### src/ales_pkg.sv
package ales_pkg;

	// Field widths of the request and response items.
	localparam int OP_W     = 2;
	localparam int VERTEX_W = 6;
	localparam int COUNT_W  = 7;
	localparam int DEGREE_W = 6;
	localparam int STATUS_W = 2;
	localparam int TOTAL_W  = 12;

	// Default sizing of the graph store.
	localparam int DEF_MAX_VERTICES = 64;
	localparam int DEF_MAX_DEGREE   = 32;

	// Vertex count register value after reset.
	localparam logic [COUNT_W-1:0] VCOUNT_RESET = COUNT_W'(64);

	// Opcodes.
	localparam logic [OP_W-1:0] OP_ADD   = 2'd0;
	localparam logic [OP_W-1:0] OP_QUERY = 2'd1;
	localparam logic [OP_W-1:0] OP_LIST  = 2'd2;
	localparam logic [OP_W-1:0] OP_NOP   = 2'd3;

	// Response status codes.
	localparam logic [STATUS_W-1:0] ST_OK    = 2'd0;
	localparam logic [STATUS_W-1:0] ST_RANGE = 2'd1;
	localparam logic [STATUS_W-1:0] ST_FULL  = 2'd2;

	typedef struct packed {
		logic [OP_W-1:0]     opcode;
		logic [VERTEX_W-1:0] source_vertex;
		logic [VERTEX_W-1:0] sink_vertex;
	} req_t;

	typedef struct packed {
		logic [STATUS_W-1:0] status;
		logic                edge_found;
		logic [DEGREE_W-1:0] source_degree;
		logic [TOTAL_W-1:0]  total_edges;
		logic [VERTEX_W-1:0] listed_sink;
		logic                sink_valid;
		logic                last;
	} rsp_t;

	// Commands from the controller to the datapath.
	typedef struct packed {
		logic clr_step;
		logic accept;
		logic eval;
		logic scan_start;
		logic scan_next;
		logic found_set;
		logic load_resp;
		logic load_item;
	} ctrl_cmd_t;

	// Status from the datapath to the controller.
	typedef struct packed {
		logic clr_done;
		logic need_scan;
		logic is_list;
		logic out_free;
		logic scan_more;
		logic hit;
	} dp_stat_t;

endpackage

### src/ales_ctrl.sv
module ales_ctrl (
	input  logic                clk,
	input  logic                arst_n,
	input  logic                req_valid,
	output logic                req_ready,
	output ales_pkg::ctrl_cmd_t cmd,
	input  ales_pkg::dp_stat_t  stat
);

	import ales_pkg::*;

	localparam logic [2:0] S_CLEAR = 3'd0;
	localparam logic [2:0] S_IDLE  = 3'd1;
	localparam logic [2:0] S_DEG   = 3'd2;
	localparam logic [2:0] S_SCAN  = 3'd3;
	localparam logic [2:0] S_RESP  = 3'd4;

	logic [2:0] state_q;
	logic [2:0] state_n;

	always_comb begin
		cmd     = '0;
		state_n = state_q;
		unique case (state_q)
			S_CLEAR: begin
				cmd.clr_step = 1'b1;
				if (stat.clr_done) begin
					state_n = S_IDLE;
				end
			end
			S_IDLE: begin
				if (req_valid) begin
					cmd.accept = 1'b1;
					state_n    = S_DEG;
				end
			end
			S_DEG: begin
				cmd.eval = 1'b1;
				if (stat.need_scan) begin
					cmd.scan_start = 1'b1;
					state_n        = S_SCAN;
				end else begin
					state_n = S_RESP;
				end
			end
			S_SCAN: begin
				if (stat.is_list) begin
					if (stat.out_free) begin
						cmd.load_item = 1'b1;
						if (stat.scan_more) begin
							cmd.scan_next = 1'b1;
						end else begin
							state_n = S_IDLE;
						end
					end
				end else if (stat.hit) begin
					cmd.found_set = 1'b1;
					state_n       = S_RESP;
				end else if (stat.scan_more) begin
					cmd.scan_next = 1'b1;
				end else begin
					state_n = S_RESP;
				end
			end
			S_RESP: begin
				if (stat.out_free) begin
					cmd.load_resp = 1'b1;
					state_n       = S_IDLE;
				end
			end
			default: begin
				state_n = S_IDLE;
			end
		endcase
	end

	always_ff @(posedge clk or negedge arst_n) begin
		if (!arst_n) begin
			state_q <= S_CLEAR;
		end else begin
			state_q <= state_n;
		end
	end

	assign req_ready = (state_q == S_IDLE);

endmodule

### config.mk
export PLATFORM = sky130hd
export DESIGN_NAME = ales_ctrl
export DESIGN_NICKNAME = d
export VERILOG_FILES = /design/src/ales_pkg.sv /design/src/ales_ctrl.sv
export SDC_FILE = /design/constraint.sdc
export NUM_CORES = 1
export LEC_CHECK = 0
export BUFFER_PORTS_ARGS = -buffer_cell sky130_fd_sc_hd__buf_2
export CORE_AREA = 2 2 39 41
export DETAILED_ROUTE_END_ITERATION = 8
export DIE_AREA = 0 0 41 43
export PLACE_DENSITY_LB_ADDON = 0.1
export SLEW_MARGIN = 20
export SYNTH_ARGS = -nofsm -noshare
export SYNTH_HDL_FRONTEND = slang
export SYNTH_SLANG_ARGS = --single-unit
### constraint.sdc
create_clock -name clk -period 1.41 [get_ports clk]
set_input_delay 0.0705 -clock clk [delete_from_list [all_inputs] [get_ports clk]]
set_output_delay 0.0705 -clock clk [all_outputs]
set_load 0.02 [all_outputs]
==> results.md <==
- Max incr delay on CP: 0.49 ns
- Xor/xnor share of the synthesized area: 0
- CTS Buffer Depth: 2
- Cell Rows: 14
- Share of layout cells above drive strength 1: 0.542
- I/O pin cnt: 18
- R2R depth: 3
- Synth unique cells: 23
- Met2 wire len: 431 um
- Worst Path Required: 1.34 ns
- Compound-Gate Fraction of Synth Area: 0.222
- Worst-margin pin slew: 0.250 ns
- Initial antenna violation count: 0
- Clock skew: 0.000168 ns
- Crit-path max FO: 12
- Clock root cell: clkbuf_4
- Critical Path AT: 1.28 ns
- Biggest regs: state_q: 3 flops
- First drt pass iteration count: 3
- Main combinational cell family by area after synthesis: simple AND/OR/NAND/NOR gates
- Vias in the first global route: 313
- Delay-heaviest family, CP: flip-flops
- Post-synthesis mux area share: 0
- Detail Route met3 WL: 23 um
- CP Class: flip-flop to primary output
- Core area: 1380 um^2
- Mapped cell area: 322 um^2
- Crit path time final: 1.35 ns
- Design Power: 0.904 mW
- Mapped Cells: 36
- CTS tree: built
- Antenna-violating nets left: 0
- Pwr dens: 1930 nW/um^2
- Clk_lat worst skew: 0.24 ns
- Area Growth Syn to Fin: 45.9%
- DRC Markers: 0
- IO Port Bufs: 17
- Drt total wl: 853 um
- Average cell area after synthesis: 8.93 um^2
- Met1 wire length: 373 um
- H-tree depth: 1
- Ant diodes: 0
- Fin. max-slew vios: 0
- Crit path max-delay cell type: dfrtp_2
- Synth Register Bits: 3
- Final HPWL from detailed placement: 631 um
- Initial Util: 0.232
- Setup WS pre-CTS: 0.118 ns
- Post-synth net total: 45
- Peak VDD IR: 0.000641 V
- Clk sinks: 3
- Max Freq: 0.740 GHz
- Reg2Reg Setup Slack: 0.24 ns
- Final period utilization: 0.959
- Sequential area share after synthesis: 0.233
- Max FFs per register: 3
- Die Y: 43 um
- Synth warn: 0
- Worst min path class: primary input to async pin
- RePlAce Congestion: 0.647
- Final setup fails: 0
- Final worst slack: 0.0582 ns
- Clock Pin Slew Worst Setup and Hold Paths: 0.04 ns
- Via Count: 347
- Drt via density: 4.63
- Buffers & Inverters on Critical Path: 1
- Crit start category: flip-flop
- Pleak: 0.225 nW
- DR WL/cell: 11.4 um
- Final hold vios: 0
- First-pass GRT wire length: 1330 um
- R2r endpoint: state_q[0]$_DFFE_PN0P_
- Top sig layer: met4
- Initial DRC count: 5
- Relative slew slack: 0.833
- Max Cap Violations: 0
- Largest net degree at the start of global routing: 13
- RR Startpoint: state_q[0]$_DFFE_PN0P_
- Worst setup EP type: primary output
- Nets: 69
- Die width: 41 um
- Simple-gate share of the synthesized area: 0.440
- GR Util All Layers: 0.122
- Post-synthesis adder-cell area fraction: 0
- Outcome: finished, final reports clean
- Critical path cell sequence: nor3b_2 > and2_1 > buf_2
- Largest reg by FF count: state_q
- Die area: 1760 um^2
- GRT overflow: 0
- Total CTS buffers: 3
routing by layer:
layer / vias to the layer above / global-route usage
met1: 161 / 0.139
met4: 0 / 0.120
li1: 174 / -
met2: 9 / 0.159
met5: - / 0
met3: 3 / 0.0471
cells in the mapped netlist (all sizes together):
| master | instances | share of area |
|---|---|---|
| nor3b | 4 | 0.12 |
| a21oi | 1 | 0.016 |
| o2111ai | 1 | 0.027 |
| nand2 | 2 | 0.023 |
| o21ai | 1 | 0.016 |
| a211oi | 1 | 0.039 |
| buf | 3 | 0.093 |
| nor3 | 2 | 0.031 |
| nor2b | 1 | 0.019 |
| nor2 | 4 | 0.054 |
| o21a | 2 | 0.047 |
| o311a | 1 | 0.031 |
| nand3b | 3 | 0.11 |
| a31oi | 1 | 0.019 |
| and2 | 2 | 0.039 |
| a211o | 1 | 0.027 |
| nand2b | 2 | 0.039 |
| dfrtp | 3 | 0.23 |
| inv | 1 | 0.012 |
worst max path at each step:
stage | startpoint | to | slack [ns] | cells past startpoint
global placement | state_q[0]$_DFFE_PN0P_ | state_q[0]$_DFFE_PN0P_ | 0.13 | 3
floorplan | state_q[0]$_DFFE_PN0P_ | cmd[6] | 0.13 | 3
CTS | state_q[2]$_DFFE_PN0P_ | cmd[6] | 0.007 | 4
global route | state_q[2]$_DFFE_PN0P_ | cmd[6] | -0.0003 | 4
detailed placement | state_q[0]$_DFFE_PN0P_ | state_q[0]$_DFFE_PN0P_ | 0.12 | 3
finish | state_q[0]$_DFFE_PN0P_ | cmd[4] | 0.06 | 3
worst register-to-register path, stage by stage, from the launching register on:
cell and delay [ns]:
dfrtp_2 0.50, nand3b_4 0.12, a211o_1 0.30, o311a_1 0.13
power by group:
group | total (mW) | switching [mW] | internal, mW
clock network | 0.158 | 0.0516 | 0.106
logic | 0.517 | 0.256 | 0.261
registers | 0.229 | 0.0974 | 0.132
total | 0.904 | 0.405 | 0.499
timing repair:
| action | CTS | global route |
|---|---|---|
| setup buffers | 0 | 3 |
| endpoints found under the setup margin | 3 | 2 |
| endpoints found under the hold margin | 3 | 0 |
| pin swaps | 0 | 1 |
| hold buffers | 1 | 0 |
| resized for setup | 2 | 2 |
final cells by class:
cell class	count	area, um^2
Fill cell	152	915
Timing Repair Buffer	22	128
Clock buffer	4	26.3
Multi-Input combinational cell	29	213
Sequential cell	3	78.8
Inverter	1	3.75
Tap cell	16	20.0
per-stage QoR:
step	cells	hold WS (ns)	area [um^2]	TNS (ns)	utilization
2_1_floorplan	36	-0.225	322	0	-
3_3_place_gp	67	-0.130	404	0	0.292
3_5_place_dp	67	-0.127	404	0	0.292
4_1_cts	72	0.151	443	0	0.320
5_1_grt	75	0.181	469	-0.000274	0.339
6_report	75	0.152	469	0	0.339
placed cells by master (no fill, tap or decap), drive strengths merged:
cell         count
inv              1
nor2b            1
o2111ai          1
dlygate4sd3      1
nand2b           2
a21oi            1
dfrtp            3
nor3b            4
a31oi            1
nor3             2
and2             2
buf             21
o311a            1
o21a             2
a211o            1
nand3b           3
o21ai            1
a211oi           1
nand2            2
nor2             4
clkbuf           4
kinds of logic after synthesis:
kind of cell / Yosys count
simple gates: 20
compound gates: 9
buf+inv: 4
flops: 3
Power figures use the tool's default switching activity.
